File: config.mk
export PLATFORM = sky130hd
export DESIGN_NAME = gyro_encoder_odometry
export DESIGN_NICKNAME = d
export VERILOG_FILES = /design/src/geo_pkg.sv /design/src/gyro_encoder_odometry.sv /design/src/geo_ctrl.sv /design/src/geo_datapath.sv
export SDC_FILE = /design/constraint.sdc
export NUM_CORES = 2
export LEC_CHECK = 0
export BUFFER_PORTS_ARGS = -buffer_cell sky130_fd_sc_hd__buf_2
export CORE_ASPECT_RATIO = 0.5
export CORE_MARGIN = 2
export CORE_UTILIZATION = 60
export DETAILED_ROUTE_END_ITERATION = 6
export GPL_TIMING_DRIVEN = 0
export PLACE_DENSITY = 0.85
export SETUP_SLACK_MARGIN = 0.4
export SYNTH_ARGS = -nofsm -noshare
export SYNTH_HDL_FRONTEND = slang
export SYNTH_SLANG_ARGS = --single-unit
export TNS_END_PERCENT = 5
File: constraint.sdc
create_clock -name clk_i -period 26 [get_ports clk_i]
set_input_delay 5.2 -clock clk_i [delete_from_list [all_inputs] [get_ports clk_i]]
set_output_delay 5.2 -clock clk_i [all_outputs]
set_load 0.005 [all_outputs]
File: src/geo_pkg.sv
// Shared types, constants and the arctangent table of the gyro/encoder odometry block.
package geo_pkg;

  localparam int unsigned CNT_W     = 32;
  localparam int unsigned RATE_W    = 28;
  localparam int unsigned DT_W      = 21;
  localparam int unsigned POS_W     = 32;
  localparam int unsigned YAW_W     = 25;
  localparam int unsigned CPC_W     = 24;
  localparam int unsigned CMD_W     = 2;

  localparam int unsigned SUM_W     = 33;
  localparam int unsigned D_W       = 48;
  localparam int unsigned D_LO_W    = 24;
  localparam int unsigned MUL_A_W   = 33;
  localparam int unsigned MUL_B_W   = 25;
  localparam int unsigned PROD_W    = 58;
  localparam int unsigned ACC_W     = 82;
  localparam int unsigned DH_W      = 26;
  localparam int unsigned H_W       = 27;
  localparam int unsigned XY_W      = 33;
  localparam int unsigned STEP_W    = 52;
  localparam int unsigned PSUM_W    = 53;
  localparam int unsigned ATAN_N    = 24;
  localparam int unsigned ATAN_IDX_W = 5;
  localparam int unsigned ATAN_W    = 22;

  localparam logic [CPC_W-1:0] CPC_RESET = 24'd176781;

  localparam logic signed [H_W-1:0] DEG90  = 27'sd5898240;
  localparam logic signed [H_W-1:0] DEG180 = 27'sd11796480;
  localparam logic signed [H_W-1:0] DEG360 = 27'sd23592960;

  // CORDIC gain-compensated start vector, Q30
  localparam logic signed [XY_W-1:0] CORDIC_K = 33'sd652032874;

  localparam logic signed [PROD_W-1:0] DIST_RND = 58'sd256;
  localparam logic signed [PROD_W-1:0] HEAD_RND = 58'sd8388608;
  localparam logic signed [ACC_W-1:0]  ACC_RND  = 82'sd536870912;

  localparam logic signed [PSUM_W-1:0] PSUM_MAX = 53'sd2147483647;
  localparam logic signed [PSUM_W-1:0] PSUM_MIN = -53'sd2147483648;

  // atan(2^-i) in 1/65536 degree
  localparam logic [ATAN_W-1:0] ATAN_TAB [ATAN_N] = '{
    22'd2949120, 22'd1740967, 22'd919879, 22'd466945, 22'd234379, 22'd117304,
    22'd58666,   22'd29335,   22'd14668,  22'd7334,   22'd3667,   22'd1833,
    22'd917,     22'd458,     22'd229,    22'd115,    22'd57,     22'd29,
    22'd14,      22'd7,       22'd4,      22'd2,      22'd1,      22'd0
  };

  typedef enum logic [CMD_W-1:0] {
    CMD_PREDICT  = 2'd0,
    CMD_SET_POSE = 2'd1,
    CMD_INIT     = 2'd2
  } cmd_e;

  typedef enum logic [3:0] {
    OP_NONE,
    OP_CAPTURE,
    OP_DIFF,
    OP_DIST,
    OP_HEAD,
    OP_FOLD,
    OP_ROT,
    OP_SINCOS,
    OP_ACC_INIT,
    OP_ACC_ADD,
    OP_POS_E,
    OP_POS_N,
    OP_SET_POSE,
    OP_INIT,
    OP_OUT
  } dp_op_e;

  typedef enum logic [2:0] {
    MUL_NONE,
    MUL_DIST,
    MUL_YAW,
    MUL_S_LO,
    MUL_S_HI,
    MUL_C_LO,
    MUL_C_HI
  } mul_sel_e;

  typedef struct packed {
    dp_op_e   op;
    mul_sel_e mul;
  } dp_cmd_t;

  typedef struct packed {
    logic [CMD_W-1:0] cmd;
    logic             rot_last;
  } dp_stat_t;

  typedef enum logic [4:0] {
    S_IDLE,
    S_DECODE,
    S_DIFF,
    S_MUL_D,
    S_MUL_H,
    S_HEAD,
    S_FOLD,
    S_ROT,
    S_SINCOS,
    S_E_LO,
    S_E_HI,
    S_E_ACC,
    S_E_POS,
    S_N_HI,
    S_N_ACC,
    S_N_POS,
    S_SET,
    S_INIT,
    S_DONE
  } ctl_state_e;

endpackage

File: src/gyro_encoder_odometry.sv
// Top level of the gyro/encoder dead-reckoning pose tracker.
// A predict item runs through CORDIC_STEPS rotations of the CORDIC rotator (16 by default),
// which does one rotation per cycle, and six uses of one shared 33x25 multiplier before the
// block can accept again; set-pose and init pass through a state of their own, the unused
// command goes straight to the output. The result sits in an output register;
// the block accepts the next item while it waits there, but holds that item's own result
// until the previous one has been taken. cfg_ready_o is always high; write cm_per_count
// only while the block is idle.
module gyro_encoder_odometry import geo_pkg::*; #(
  parameter int unsigned CORDIC_STEPS = 16
) (
  input  logic                     clk_i,
  input  logic                     rst_ni,
  input  logic                     in_valid_i,
  output logic                     in_stall_o,
  input  logic [CMD_W-1:0]         cmd_i,
  input  logic signed [CNT_W-1:0]  left_count_i,
  input  logic signed [CNT_W-1:0]  right_count_i,
  input  logic signed [RATE_W-1:0] gyro_rate_i,
  input  logic [DT_W-1:0]          step_time_i,
  input  logic signed [POS_W-1:0]  pose_x_i,
  input  logic signed [POS_W-1:0]  pose_y_i,
  input  logic signed [YAW_W-1:0]  pose_heading_i,
  output logic                     out_valid_o,
  input  logic                     out_stall_i,
  output logic signed [POS_W-1:0]  pos_x_o,
  output logic signed [POS_W-1:0]  pos_y_o,
  output logic signed [YAW_W-1:0]  heading_o,
  input  logic                     cfg_valid_i,
  output logic                     cfg_ready_o,
  input  logic [CPC_W-1:0]         cfg_data_i
);

  dp_cmd_t  dp_cmd;
  dp_stat_t dp_stat;

  assign cfg_ready_o = 1'b1;

  geo_ctrl u_ctrl (
    .clk_i       (clk_i),
    .rst_ni      (rst_ni),
    .in_valid_i  (in_valid_i),
    .in_stall_o  (in_stall_o),
    .out_valid_o (out_valid_o),
    .out_stall_i (out_stall_i),
    .stat_i      (dp_stat),
    .cmd_o       (dp_cmd)
  );

  geo_datapath #(
    .CORDIC_STEPS (CORDIC_STEPS)
  ) u_datapath (
    .clk_i          (clk_i),
    .rst_ni         (rst_ni),
    .cmd_i          (dp_cmd),
    .stat_o         (dp_stat),
    .cfg_valid_i    (cfg_valid_i),
    .cfg_data_i     (cfg_data_i),
    .cmd_i_field    (cmd_i),
    .left_count_i   (left_count_i),
    .right_count_i  (right_count_i),
    .gyro_rate_i    (gyro_rate_i),
    .step_time_i    (step_time_i),
    .pose_x_i       (pose_x_i),
    .pose_y_i       (pose_y_i),
    .pose_heading_i (pose_heading_i),
    .pos_x_o        (pos_x_o),
    .pos_y_o        (pos_y_o),
    .heading_o      (heading_o)
  );

endmodule

File: src/geo_ctrl.sv
// Sequencing state machine and output handshake of the odometry block.
module geo_ctrl import geo_pkg::*; (
  input  logic     clk_i,
  input  logic     rst_ni,
  input  logic     in_valid_i,
  output logic     in_stall_o,
  output logic     out_valid_o,
  input  logic     out_stall_i,
  input  dp_stat_t stat_i,
  output dp_cmd_t  cmd_o
);

  ctl_state_e state_q, state_d;
  logic       out_valid_q, out_valid_d;

  always_ff @(posedge clk_i or negedge rst_ni) begin
    if (!rst_ni) begin
      state_q     <= S_IDLE;
      out_valid_q <= 1'b0;
    end else begin
      state_q     <= state_d;
      out_valid_q <= out_valid_d;
    end
  end

  always_comb begin
    state_d   = state_q;
    cmd_o.op  = OP_NONE;
    cmd_o.mul = MUL_NONE;
    unique case (state_q)
      S_IDLE: begin
        if (in_valid_i) begin
          cmd_o.op = OP_CAPTURE;
          state_d  = S_DECODE;
        end
      end
      S_DECODE: begin
        unique case (stat_i.cmd)
          CMD_PREDICT:  state_d = S_DIFF;
          CMD_SET_POSE: state_d = S_SET;
          CMD_INIT:     state_d = S_INIT;
          default:      state_d = S_DONE;
        endcase
      end
      S_DIFF: begin
        cmd_o.op = OP_DIFF;
        state_d  = S_MUL_D;
      end
      S_MUL_D: begin
        cmd_o.mul = MUL_DIST;
        state_d   = S_MUL_H;
      end
      S_MUL_H: begin
        cmd_o.mul = MUL_YAW;
        cmd_o.op  = OP_DIST;
        state_d   = S_HEAD;
      end
      S_HEAD: begin
        cmd_o.op = OP_HEAD;
        state_d  = S_FOLD;
      end
      S_FOLD: begin
        cmd_o.op = OP_FOLD;
        state_d  = S_ROT;
      end
      S_ROT: begin
        cmd_o.op = OP_ROT;
        if (stat_i.rot_last) begin
          state_d = S_SINCOS;
        end
      end
      S_SINCOS: begin
        cmd_o.op = OP_SINCOS;
        state_d  = S_E_LO;
      end
      S_E_LO: begin
        cmd_o.mul = MUL_S_LO;
        state_d   = S_E_HI;
      end
      S_E_HI: begin
        cmd_o.mul = MUL_S_HI;
        cmd_o.op  = OP_ACC_INIT;
        state_d   = S_E_ACC;
      end
      S_E_ACC: begin
        cmd_o.op = OP_ACC_ADD;
        state_d  = S_E_POS;
      end
      S_E_POS: begin
        cmd_o.op  = OP_POS_E;
        cmd_o.mul = MUL_C_LO;
        state_d   = S_N_HI;
      end
      S_N_HI: begin
        cmd_o.mul = MUL_C_HI;
        cmd_o.op  = OP_ACC_INIT;
        state_d   = S_N_ACC;
      end
      S_N_ACC: begin
        cmd_o.op = OP_ACC_ADD;
        state_d  = S_N_POS;
      end
      S_N_POS: begin
        cmd_o.op = OP_POS_N;
        state_d  = S_DONE;
      end
      S_SET: begin
        cmd_o.op = OP_SET_POSE;
        state_d  = S_DONE;
      end
      S_INIT: begin
        cmd_o.op = OP_INIT;
        state_d  = S_DONE;
      end
      S_DONE: begin
        if (!out_valid_q || !out_stall_i) begin
          cmd_o.op = OP_OUT;
          state_d  = S_IDLE;
        end
      end
      default: state_d = S_IDLE;
    endcase
  end

  assign out_valid_d = (cmd_o.op == OP_OUT) || (out_valid_q && out_stall_i);
  assign out_valid_o = out_valid_q;
  assign in_stall_o  = (state_q != S_IDLE);

endmodule

File: src/geo_datapath.sv
// Pose state, shared multiplier, CORDIC rotator and output register of the odometry block.
module geo_datapath import geo_pkg::*; #(
  parameter int unsigned CORDIC_STEPS = 16
) (
  input  logic                     clk_i,
  input  logic                     rst_ni,
  input  dp_cmd_t                  cmd_i,
  output dp_stat_t                 stat_o,
  input  logic                     cfg_valid_i,
  input  logic [CPC_W-1:0]         cfg_data_i,
  input  logic [CMD_W-1:0]         cmd_i_field,
  input  logic signed [CNT_W-1:0]  left_count_i,
  input  logic signed [CNT_W-1:0]  right_count_i,
  input  logic signed [RATE_W-1:0] gyro_rate_i,
  input  logic [DT_W-1:0]          step_time_i,
  input  logic signed [POS_W-1:0]  pose_x_i,
  input  logic signed [POS_W-1:0]  pose_y_i,
  input  logic signed [YAW_W-1:0]  pose_heading_i,
  output logic signed [POS_W-1:0]  pos_x_o,
  output logic signed [POS_W-1:0]  pos_y_o,
  output logic signed [YAW_W-1:0]  heading_o
);

  localparam int unsigned ITER_W = $clog2(CORDIC_STEPS);

  // architectural state and configuration
  logic [CPC_W-1:0]         cpc_q;
  logic [CNT_W-1:0]         prev_left_q, prev_right_q;
  logic signed [POS_W-1:0]  east_q, north_q;
  logic signed [YAW_W-1:0]  yaw_q;
  logic [ITER_W-1:0]        iter_q;

  // captured item
  logic [CMD_W-1:0]         cmd_q;
  logic [CNT_W-1:0]         left_q, right_q;
  logic signed [RATE_W-1:0] rate_q;
  logic [DT_W-1:0]          dt_q;
  logic signed [POS_W-1:0]  pose_x_q, pose_y_q;
  logic signed [YAW_W-1:0]  pose_h_q;

  // working registers
  logic signed [SUM_W-1:0]  sum_q;
  logic signed [PROD_W-1:0] prod_q;
  logic signed [D_W-1:0]    d_q;
  logic signed [XY_W-1:0]   x_q, y_q, s_q, c_q;
  logic signed [H_W-1:0]    z_q;
  logic                     neg_q;
  logic signed [ACC_W-1:0]  acc_q;
  logic signed [POS_W-1:0]  pos_x_q, pos_y_q;
  logic signed [YAW_W-1:0]  heading_q;

  logic [CNT_W-1:0]         dl_w, dr_w;
  logic signed [SUM_W-1:0]  sum_w;
  logic signed [MUL_A_W-1:0] mul_a;
  logic signed [MUL_B_W-1:0] mul_b;
  logic signed [PROD_W-1:0] prod_w, drnd_w, hrnd_w;
  logic signed [DH_W-1:0]   dh_w;
  logic signed [H_W-1:0]    h_w, h_wrap, z0_w, zf_w, at_w;
  logic                     negf_w;
  logic signed [XY_W-1:0]   xs_w, ys_w;
  logic signed [STEP_W-1:0] step_w;
  logic signed [POS_W-1:0]  pos_sel;
  logic signed [PSUM_W-1:0] psum_w;
  logic signed [POS_W-1:0]  psat_w;

  // encoder deltas, wrapping
  assign dl_w  = left_q - prev_left_q;
  assign dr_w  = right_q - prev_right_q;
  assign sum_w = $signed({dl_w[CNT_W-1], dl_w}) + $signed({dr_w[CNT_W-1], dr_w});

  // shared multiplier operand select
  always_comb begin
    case (cmd_i.mul)
      MUL_DIST: begin
        mul_a = sum_q;
        mul_b = $signed({1'b0, cpc_q});
      end
      MUL_YAW: begin
        mul_a = MUL_A_W'(rate_q);
        mul_b = $signed({{(MUL_B_W-DT_W){1'b0}}, dt_q});
      end
      MUL_S_LO: begin
        mul_a = s_q;
        mul_b = $signed({1'b0, d_q[D_LO_W-1:0]});
      end
      MUL_S_HI: begin
        mul_a = s_q;
        mul_b = MUL_B_W'($signed(d_q[D_W-1:D_LO_W]));
      end
      MUL_C_LO: begin
        mul_a = c_q;
        mul_b = $signed({1'b0, d_q[D_LO_W-1:0]});
      end
      MUL_C_HI: begin
        mul_a = c_q;
        mul_b = MUL_B_W'($signed(d_q[D_W-1:D_LO_W]));
      end
      default: begin
        mul_a = '0;
        mul_b = '0;
      end
    endcase
  end

  assign prod_w = mul_a * mul_b;

  // distance and heading rounding
  assign drnd_w = prod_q + DIST_RND;
  assign hrnd_w = prod_q + HEAD_RND;
  assign dh_w   = $signed(hrnd_w[DH_W+23:24]);
  assign h_w    = H_W'(yaw_q) + H_W'(dh_w);

  always_comb begin
    if (h_w > DEG180) begin
      h_wrap = h_w - DEG360;
    end else if (h_w < -DEG180) begin
      h_wrap = h_w + DEG360;
    end else begin
      h_wrap = h_w;
    end
  end

  // fold into +-90 degrees before rotation
  assign z0_w = H_W'(yaw_q);
  always_comb begin
    negf_w = 1'b1;
    if (z0_w > DEG90) begin
      zf_w = z0_w - DEG180;
    end else if (z0_w < -DEG90) begin
      zf_w = z0_w + DEG180;
    end else begin
      zf_w   = z0_w;
      negf_w = 1'b0;
    end
  end

  assign xs_w = x_q >>> iter_q;
  assign ys_w = y_q >>> iter_q;
  assign at_w = $signed({{(H_W-ATAN_W){1'b0}}, ATAN_TAB[ATAN_IDX_W'(iter_q)]});

  // position update with saturation
  assign step_w  = acc_q[ACC_W-1:ACC_W-STEP_W];
  assign pos_sel = (cmd_i.op == OP_POS_E) ? east_q : north_q;
  assign psum_w  = PSUM_W'(pos_sel) + PSUM_W'(step_w);

  always_comb begin
    if (psum_w > PSUM_MAX) begin
      psat_w = PSUM_MAX[POS_W-1:0];
    end else if (psum_w < PSUM_MIN) begin
      psat_w = PSUM_MIN[POS_W-1:0];
    end else begin
      psat_w = psum_w[POS_W-1:0];
    end
  end

  always_ff @(posedge clk_i or negedge rst_ni) begin
    if (!rst_ni) begin
      cpc_q        <= CPC_RESET;
      prev_left_q  <= '0;
      prev_right_q <= '0;
      east_q       <= '0;
      north_q      <= '0;
      yaw_q        <= '0;
      iter_q       <= '0;
    end else begin
      if (cfg_valid_i) begin
        cpc_q <= cfg_data_i;
      end
      unique case (cmd_i.op)
        OP_DIFF: begin
          prev_left_q  <= left_q;
          prev_right_q <= right_q;
        end
        OP_HEAD:     yaw_q   <= h_wrap[YAW_W-1:0];
        OP_FOLD:     iter_q  <= '0;
        OP_ROT:      iter_q  <= iter_q + ITER_W'(1);
        OP_POS_E:    east_q  <= psat_w;
        OP_POS_N:    north_q <= psat_w;
        OP_SET_POSE: begin
          east_q  <= pose_x_q;
          north_q <= pose_y_q;
          yaw_q   <= pose_h_q;
        end
        OP_INIT: begin
          prev_left_q  <= left_q;
          prev_right_q <= right_q;
          east_q       <= '0;
          north_q      <= '0;
          yaw_q        <= '0;
        end
        default: ;
      endcase
    end
  end

  always_ff @(posedge clk_i) begin
    if (cmd_i.mul != MUL_NONE) begin
      prod_q <= prod_w;
    end
    unique case (cmd_i.op)
      OP_CAPTURE: begin
        cmd_q    <= cmd_i_field;
        left_q   <= left_count_i;
        right_q  <= right_count_i;
        rate_q   <= gyro_rate_i;
        dt_q     <= step_time_i;
        pose_x_q <= pose_x_i;
        pose_y_q <= pose_y_i;
        pose_h_q <= pose_heading_i;
      end
      OP_DIFF:     sum_q <= sum_w;
      OP_DIST:     d_q   <= drnd_w[D_W+8:9];
      OP_FOLD: begin
        x_q   <= CORDIC_K;
        y_q   <= '0;
        z_q   <= zf_w;
        neg_q <= negf_w;
      end
      OP_ROT: begin
        if (!z_q[H_W-1]) begin
          x_q <= x_q - ys_w;
          y_q <= y_q + xs_w;
          z_q <= z_q - at_w;
        end else begin
          x_q <= x_q + ys_w;
          y_q <= y_q - xs_w;
          z_q <= z_q + at_w;
        end
      end
      OP_SINCOS: begin
        s_q <= neg_q ? -y_q : y_q;
        c_q <= neg_q ? -x_q : x_q;
      end
      OP_ACC_INIT: acc_q <= ACC_W'(prod_q) + ACC_RND;
      OP_ACC_ADD:  acc_q <= acc_q + $signed({prod_q, {D_LO_W{1'b0}}});
      OP_OUT: begin
        pos_x_q   <= east_q;
        pos_y_q   <= north_q;
        heading_q <= yaw_q;
      end
      default: ;
    endcase
  end

  assign stat_o.cmd      = cmd_q;
  assign stat_o.rot_last = (iter_q == ITER_W'(CORDIC_STEPS - 1));

  assign pos_x_o   = pos_x_q;
  assign pos_y_o   = pos_y_q;
  assign heading_o = heading_q;

endmodule

Word-level counts from Yosys, hierarchy flattened
Memories as Yosys holds them, arrays and structs flattened.
Index checks and enable logic that the tools add are counted.
- add/sub/neg operators: 22
- multiply operators: 1
- divide/modulo/power cells: 0
- order comparisons: 7
- eq/ne operators: 44
- shift-type cells: 2
- muxes and demuxes: 34
- bitwise operators: 1
- reduce and logical (&&, ||, !) cells: 23
- operators by type and width (operator ; number):
    case mux 32 bit (3 select lines) ; 2
    case mux 82 bit (2 select lines) ; 1
    2-to-1 mux 33 bit ; 4
    case mux 33 bit (2 select lines) ; 2
    case mux 33 bit (4 select lines) ; 1
    case mux 25 bit (4 select lines) ; 1
    2-to-1 mux 32 bit ; 3
    case mux 5 bit (17 select lines) ; 1
    adder 82 bit ; 1
    2-to-1 mux 27 bit ; 3
    case mux 25 bit (3 select lines) ; 1
    adder 33 bit ; 2
    negation 33 bit ; 2
    >>> shifter 33 x 4 -> 33 bit ; 2
    subtractor 33 bit ; 2
    subtractor 32 bit ; 2
    adder 58 x 31 -> 59 bit (second input constant) ; 1
    multiplier 33 x 25 -> 58 bit ; 1
    adder 57 x 10 -> 57 bit (second input constant) ; 1
    case mux 4 bit (14 select lines) ; 1
    case mux 27 bit (2 select lines) ; 1
    adder 32 x 52 -> 53 bit ; 1
    > comparator 53 x 32 -> 1 bit (second input constant) ; 1
    less-than comparator 53 x 32 -> 1 bit (second input constant) ; 1
    51 further kinds ; 96
- bits in registers: 861
- latch bits: 0
- RAM bits: 0
- bits in read-only memories: 704
- bits of input ports: 233
- output and inout port bits: 92
- word-level logic and storage cells: 165
- memories kept: 1
- memory list (name ; depth ; width ; read ports ; clocked after Yosys merged registers in ; write ports ; line ; RTL):
    (no name shown) ; 32 ; 22 ; 1 ; 0 ; 0 ; geo_datapath.sv:139 ; assign at_w = $signed({{(H_W-ATAN_W){1'b0}}, ATAN_TAB[ATAN_IDX_W'(iter_q)]});

Depth between registers and ports, before layout
- depth after elaboration: 11
- depth in mapped cells: 40
- gate-level depth less buffers: 36

Cells and area by module
Synthesis repeated with hierarchy kept, for this count alone.
- cells, all modules: 8606
- area, all modules: 83590.2 um2
- by module, submodules not included (module ; times used ; cells each ; area an instance (um2) ; seq. area each (um2)):
    geo_datapath ; 1 ; 8524 ; 82925.8 ; 24059.3
    geo_ctrl ; 1 ; 80 ; 653.1 ; 150.1
    gyro_encoder_odometry ; 1 ; 2 ; 11.3 ; 0.0

Worst setup path before layout
No wires, ideal clock.
- path kind: reg-to-reg
- from: register u_ctrl.state_q[4]
- to: register u_datapath.prod_q[56], data pin
- library setup time: 0.258 ns
- arrival time: 10.379 ns
- data required time: 25.742 ns
- setup slack: 15.364 ns
- stages on the path, launching flop included: 34
- buffers on the path: 4
- period minus slack after synthesis: 10.636 ns
- cell sequence: dfrtp_1 clkbuf_1 nor4_1 clkbuf_1 buf_1 nand2_1 and4_1 clkbuf_1 nor2_1 fa_1 fa_1 inv_1 fa_1 fa_1 inv_1 fa_1 fa_1 inv_1 fa_1 inv_1 ha_1 and2_1 a221o_1 a2111oi_0 a21oi_1 o41ai_1 a21oi_1 o31ai_1 a211o_1 o21bai_1 a21o_1 a221o_1 a21oi_1 xnor2_1
- cells in the longest elaborated chain, start to end: 6
- elaborated cells between the ends (all ways): 20
- those cells by class: 1 x mul; 12 x eq/ne; 3 x mux; 4 x reduce/logical
- ends and longest elaborated chain (item ; line ; RTL):
    from (decl) ; geo_ctrl.sv:13 ; ctl_state_e state_q, state_d;
    from (signal assigned) ; geo_ctrl.sv:21 ; state_q <= state_d;
    equality test 5 x 4 -> 1 bit (tied with other cells) ; geo_ctrl.sv:30 ; unique case (state_q)
    case mux 3 bit (6 select lines) * ; geo_ctrl.sv:30 ;
    equality test 3 bit or equality test 3 x 2 -> 1 bit (tied branches) ; geo_datapath.sv:73 ; case (cmd_i.mul)
    OR reduction 2 bit (no source line) ; -- ;
    case mux 33 bit (4 select lines) or case mux 25 bit (4 select lines) (tied branches) ; geo_datapath.sv:73 ;
    multiplier 33 x 25 -> 58 bit * ; geo_datapath.sv:105 ; assign prod_w = mul_a * mul_b;
    via u_datapath.prod_w[56] ; geo_datapath.sv:56 ; logic signed [PROD_W-1:0] prod_w, drnd_w, hrnd_w;
    to (signal assigned) ; geo_datapath.sv:198 ; prod_q <= prod_w;
    to (decl) ; geo_datapath.sv:43 ; logic signed [PROD_W-1:0] prod_q;
The timed path passes the listed nets; every way through them passes the cells marked *.
A chain may end at the register's enable or synchronous reset.

Worst setup path after layout
- from: register u_ctrl.state_q[0]
- to: register u_datapath.prod_q[57], data pin
Same word-level chain as after synthesis.

==> qor.json <==
{
  "run_status": {"value": "complete, but fails checks"},
  "violations": {"value": "design-rule violations, max-slew violations"},
  "hp_class": {"value": "register to register"},
  "worstSetupPathType": {"value": "register to register"},
  "route.final.wire_length": {"value": 288000, "unit": "µm"},
  "tns": {"value": 0, "unit": "ns"},
  "grt_pass1_vias": {"value": 69000},
  "clk_transition_reported_paths": {"value": 0.07, "unit": "ns"},
  "post_synth.cell_area_avg": {"value": 9.59, "unit": "µm²"},
  "synth-async-reset-ratio": {"value": 0.223},
  "synth_area": {"value": 83000, "unit": "µm²"},
  "maximum_fanout_encountered_on_the_critical_timing_path": {"value": 10},
  "synth-seq-area-share": {"value": 0.292},
  "post-synth-top-area-fraction": {"value": 0.235},
  "placed_cell_area": {"value": 87600, "unit": "µm²"},
  "slew_headroom": {"value": -0.105},
  "power.share.combinational": {"value": 0.734},
  "detailedPlacementHpwl": {"value": 231000, "unit": "µm"},
  "power_switching_share": {"value": 0.537},
  "initialDrtViolationCount": {"value": 9122},
  "hold_viol": {"value": 0},
  "cts-hold-fix-buffers": {"value": 0},
  "grt_antenna_before_repair": {"value": 18},
  "drv_slew": {"value": 8},
  "count_of_flip_flops_with_a_built_in_enable_after_synthesis": {"value": 650},
  "synth-warning-count": {"value": 0},
  "post_drt_via_cell_ratio": {"value": 6.37},
  "cpMostUsedCell": {"value": "fa_1"},
  "h_tree_levels": {"value": 3},
  "fin_worst_skew": {"value": 0.0571, "unit": "ns"},
  "slowest_delay": {"value": 1.40, "unit": "ns"},
  "min_period_over_period": {"value": 0.528},
  "routed-via-count": {"value": 70300},
  "initial_utilization": {"value": 0.605},
  "globalRoute.totalOverflow": {"value": 0},
  "cts_resized": {"value": 0},
  "post-route-util": {"value": 0.658},
  "numClockSinks": {"value": 837},
  "routed_wire_length_per_instance": {"value": 26.1, "unit": "µm"},
  "cts-buffers-inserted": {"value": 78},
  "unrepaired_setup_endpoints_after_global_routing": {"value": "no"},
  "chipHeight": {"value": 267, "unit": "µm"},
  "io_pins": {"value": 325},
  "synth-main-ff-cell": {"value": "edfxtp_1"},
  "grt_pass1_wl": {"value": 423000, "unit": "µm"},
  "clock.fmax": {"value": 72.9, "unit": "MHz"},
  "number_of_instances_in_the_synthesized_netlist": {"value": 8649},
  "die-area": {"value": 141000, "unit": "µm²"},
  "syn-num-nets": {"value": 10200},
  "gp_routability_congestion": {"value": 1.11},
  "cp_data_required_time": {"value": 26.36, "unit": "ns"},
  "clock_tree.root_cell": {"value": "clkbuf_16"},
  "timing.max_cap.violations": {"value": 0},
  "synth-seq-cells": {"value": 837},
  "cts_tree": {"value": "done"},
  "io_buffers": {"value": 322},
  "cellInternalPower": {"value": 0.00639, "unit": "W"},
  "final.fill_count": {"value": 11000},
  "finalSetupViolCount": {"value": 0},
  "pwr-share-clk": {"value": 0.087},
  "row_count": {"value": 96},
  "drive_above_1_share": {"value": 0.0828},
  "cts_setup_buffers": {"value": 0},
  "power_density": {"value": 153, "unit": "nW/µm²"},
  "chipWidth": {"value": 530, "unit": "µm"},
  "number_of_search_and_repair_iterations_in_the_first_detailed_routing_pass": {"value": 7},
  "layout.cell_area.non_filler": {"value": 90200, "unit": "µm²"},
  "synthToLayoutAreaGrowth": {"value": 8.77, "unit": "%"},
  "synth_largest_area_cell": {"value": "edfxtp_1"},
  "netSwitchingPower": {"value": 0.00740, "unit": "W"},
  "cp-end-kind": {"value": "register"},
  "vdd_drop_max": {"value": 0.101, "unit": "mV"},
  "ys_types": {"value": 103},
  "worst-slew-pin-transition": {"value": 1.66, "unit": "ns"},
  "synth_top_cells_by_count": {"value": "1,100 x inv_1, 1,032 x nand2_1, 851 x fa_1"},
  "finalNetCount": {"value": 10700},
  "clock_path_buffers": {"value": 3},
  "worst_path_max_delay_cell": {"value": "a221oi_1"},
  "worstPathArrival": {"value": 14.08, "unit": "ns"},
  "placeable_core_region": {"value": 137000, "unit": "µm²"},
  "grt_start_max_net_pins": {"value": 100},
  "critical_path.startpoint_type": {"value": "register"},
  "total_power": {"value": 0.0138, "unit": "W"},
  "timing.final.crit_period": {"value": 13.72, "unit": "ns"},
  "power.leakage": {"value": 39.7, "unit": "nW"},
  "synthTopCellsByArea": {"value": "edfxtp_1 24%, fa_1 21%, ha_1 7.5%, dfrtp_1 5.4%, inv_1 5.0%"},
  "drc": {"value": 11},
  "insertion_delay": {"value": 0.71, "unit": "ns"},
  "antenna_violating_nets_post_route": {"value": 0},
  "grt_usage": {"value": 0.405},
  "synth.most_common_cell": {"value": "inv_1"},
  "power.sequential.fraction": {"value": 0.179}
}
[critical path, delay by kind of cell (launching register included)]
family          cells  cell delay, ns
simple gates        8            1.80
buf+inv             9            2.60
compound gates      9            3.22
flops               1            0.36
fa+ha+maj           8            4.52
xor+xnor            1            0.80
[cell type report]
type | instances | area (µm²) | area share
Antenna cell | 10 | 25.0 | 0.000277
Buffer | 382 | 1490 | 0.0165
Clock buffer | 109 | 2170 | 0.0240
Clock inverter | 37 | 437 | 0.00484
Inverter | 1103 | 4150 | 0.0459
Multi-Input combinational cell | 6327 | 53300 | 0.590
Sequential cell | 837 | 24200 | 0.268
Tap cell | 1862 | 2330 | 0.0258
Timing Repair Buffer | 365 | 2160 | 0.0240
[layer usage]
metal,global-route usage,routed length [µm]
met1,0.524,107000
met4,0.193,16600
met2,0.598,122000
met5,0.00308,227
met3,0.155,42100
[cell families after synthesis]
group           synth area share
other cells            0.0000452
compound gates             0.127
fa+ha+maj                  0.280
simple gates               0.141
mux                       0.0305
buf+inv                   0.0678
xor+xnor                  0.0611
flops                      0.292
[registers in the layout, indices dropped and copies added, names as in the netlist, 33 cells and up]
name and count:
u_datapath.acc_q 58, u_datapath.prod_q 58, u_datapath.d_q 48, u_datapath.c_q 33, u_datapath.s_q 33, u_datapath.sum_q 33, u_datapath.x_q 33, u_datapath.y_q 33
[placed cells by master, fill, tap and decap left out, types with 47 or more instances in the layout]
master,instances
fa_1,851
clkbuf_1,352
mux2_2,80
a211oi_1,47
nor2_1,781
nand2_1,1031
nand4_1,71
o21a_1,54
inv_1,1100
nand3_1,117
and3_1,143
xor2_1,218
a21o_1,163
dfrtp_1,178
o32a_1,59
xnor2_1,361
a21oi_1,440
edfxtp_1,650
o21ai_0,386
or3_1,48
nand2b_1,58
buf_2,343
a31oi_1,69
clkbuf_16,79
and2_1,71
nor3_1,90
ha_1,498
mux4_2,52
[worst paths after layout]
path                                        from                endpoint  slack (ns)  depth (start not counted)
max in group asynchronous                 rst_ni  u_datapath.north_q[31]       20.36                          2
min in group asynchronous                 rst_ni       u_ctrl.state_q[2]        4.59                          1
max reg2reg                    u_ctrl.state_q[0]   u_datapath.prod_q[57]       12.28                         35
min                        u_datapath.east_q[29]  u_datapath.pos_x_o[29]        0.47                          0
max                            u_ctrl.state_q[0]   u_datapath.prod_q[57]       12.28                         35
min reg2reg                u_datapath.east_q[29]  u_datapath.pos_x_o[29]        0.47                          0
[per-stage QoR]
step	worst slack, ns	hold WS, ns	instances
after CTS	12.92	0.476	11000
after global routing	12.20	0.489	11000
after floorplan	15.36	0.442	8649
after detailed placement	12.96	0.460	10900
final	12.28	0.475	11000
after global placement	10.21	0.452	10800
[power by group through the flow]
stage          sequential (W)  combinational [W]  clock (W)
2_1_floorplan         0.00224            0.00696          0
3_3_place_gp          0.00248            0.00936          0
3_5_place_dp          0.00245            0.00967          0
4_1_cts               0.00242            0.00977    0.00121
5_1_grt               0.00246             0.0109    0.00126
6_report              0.00247             0.0101    0.00121
Power figures use the tool's default switching activity.
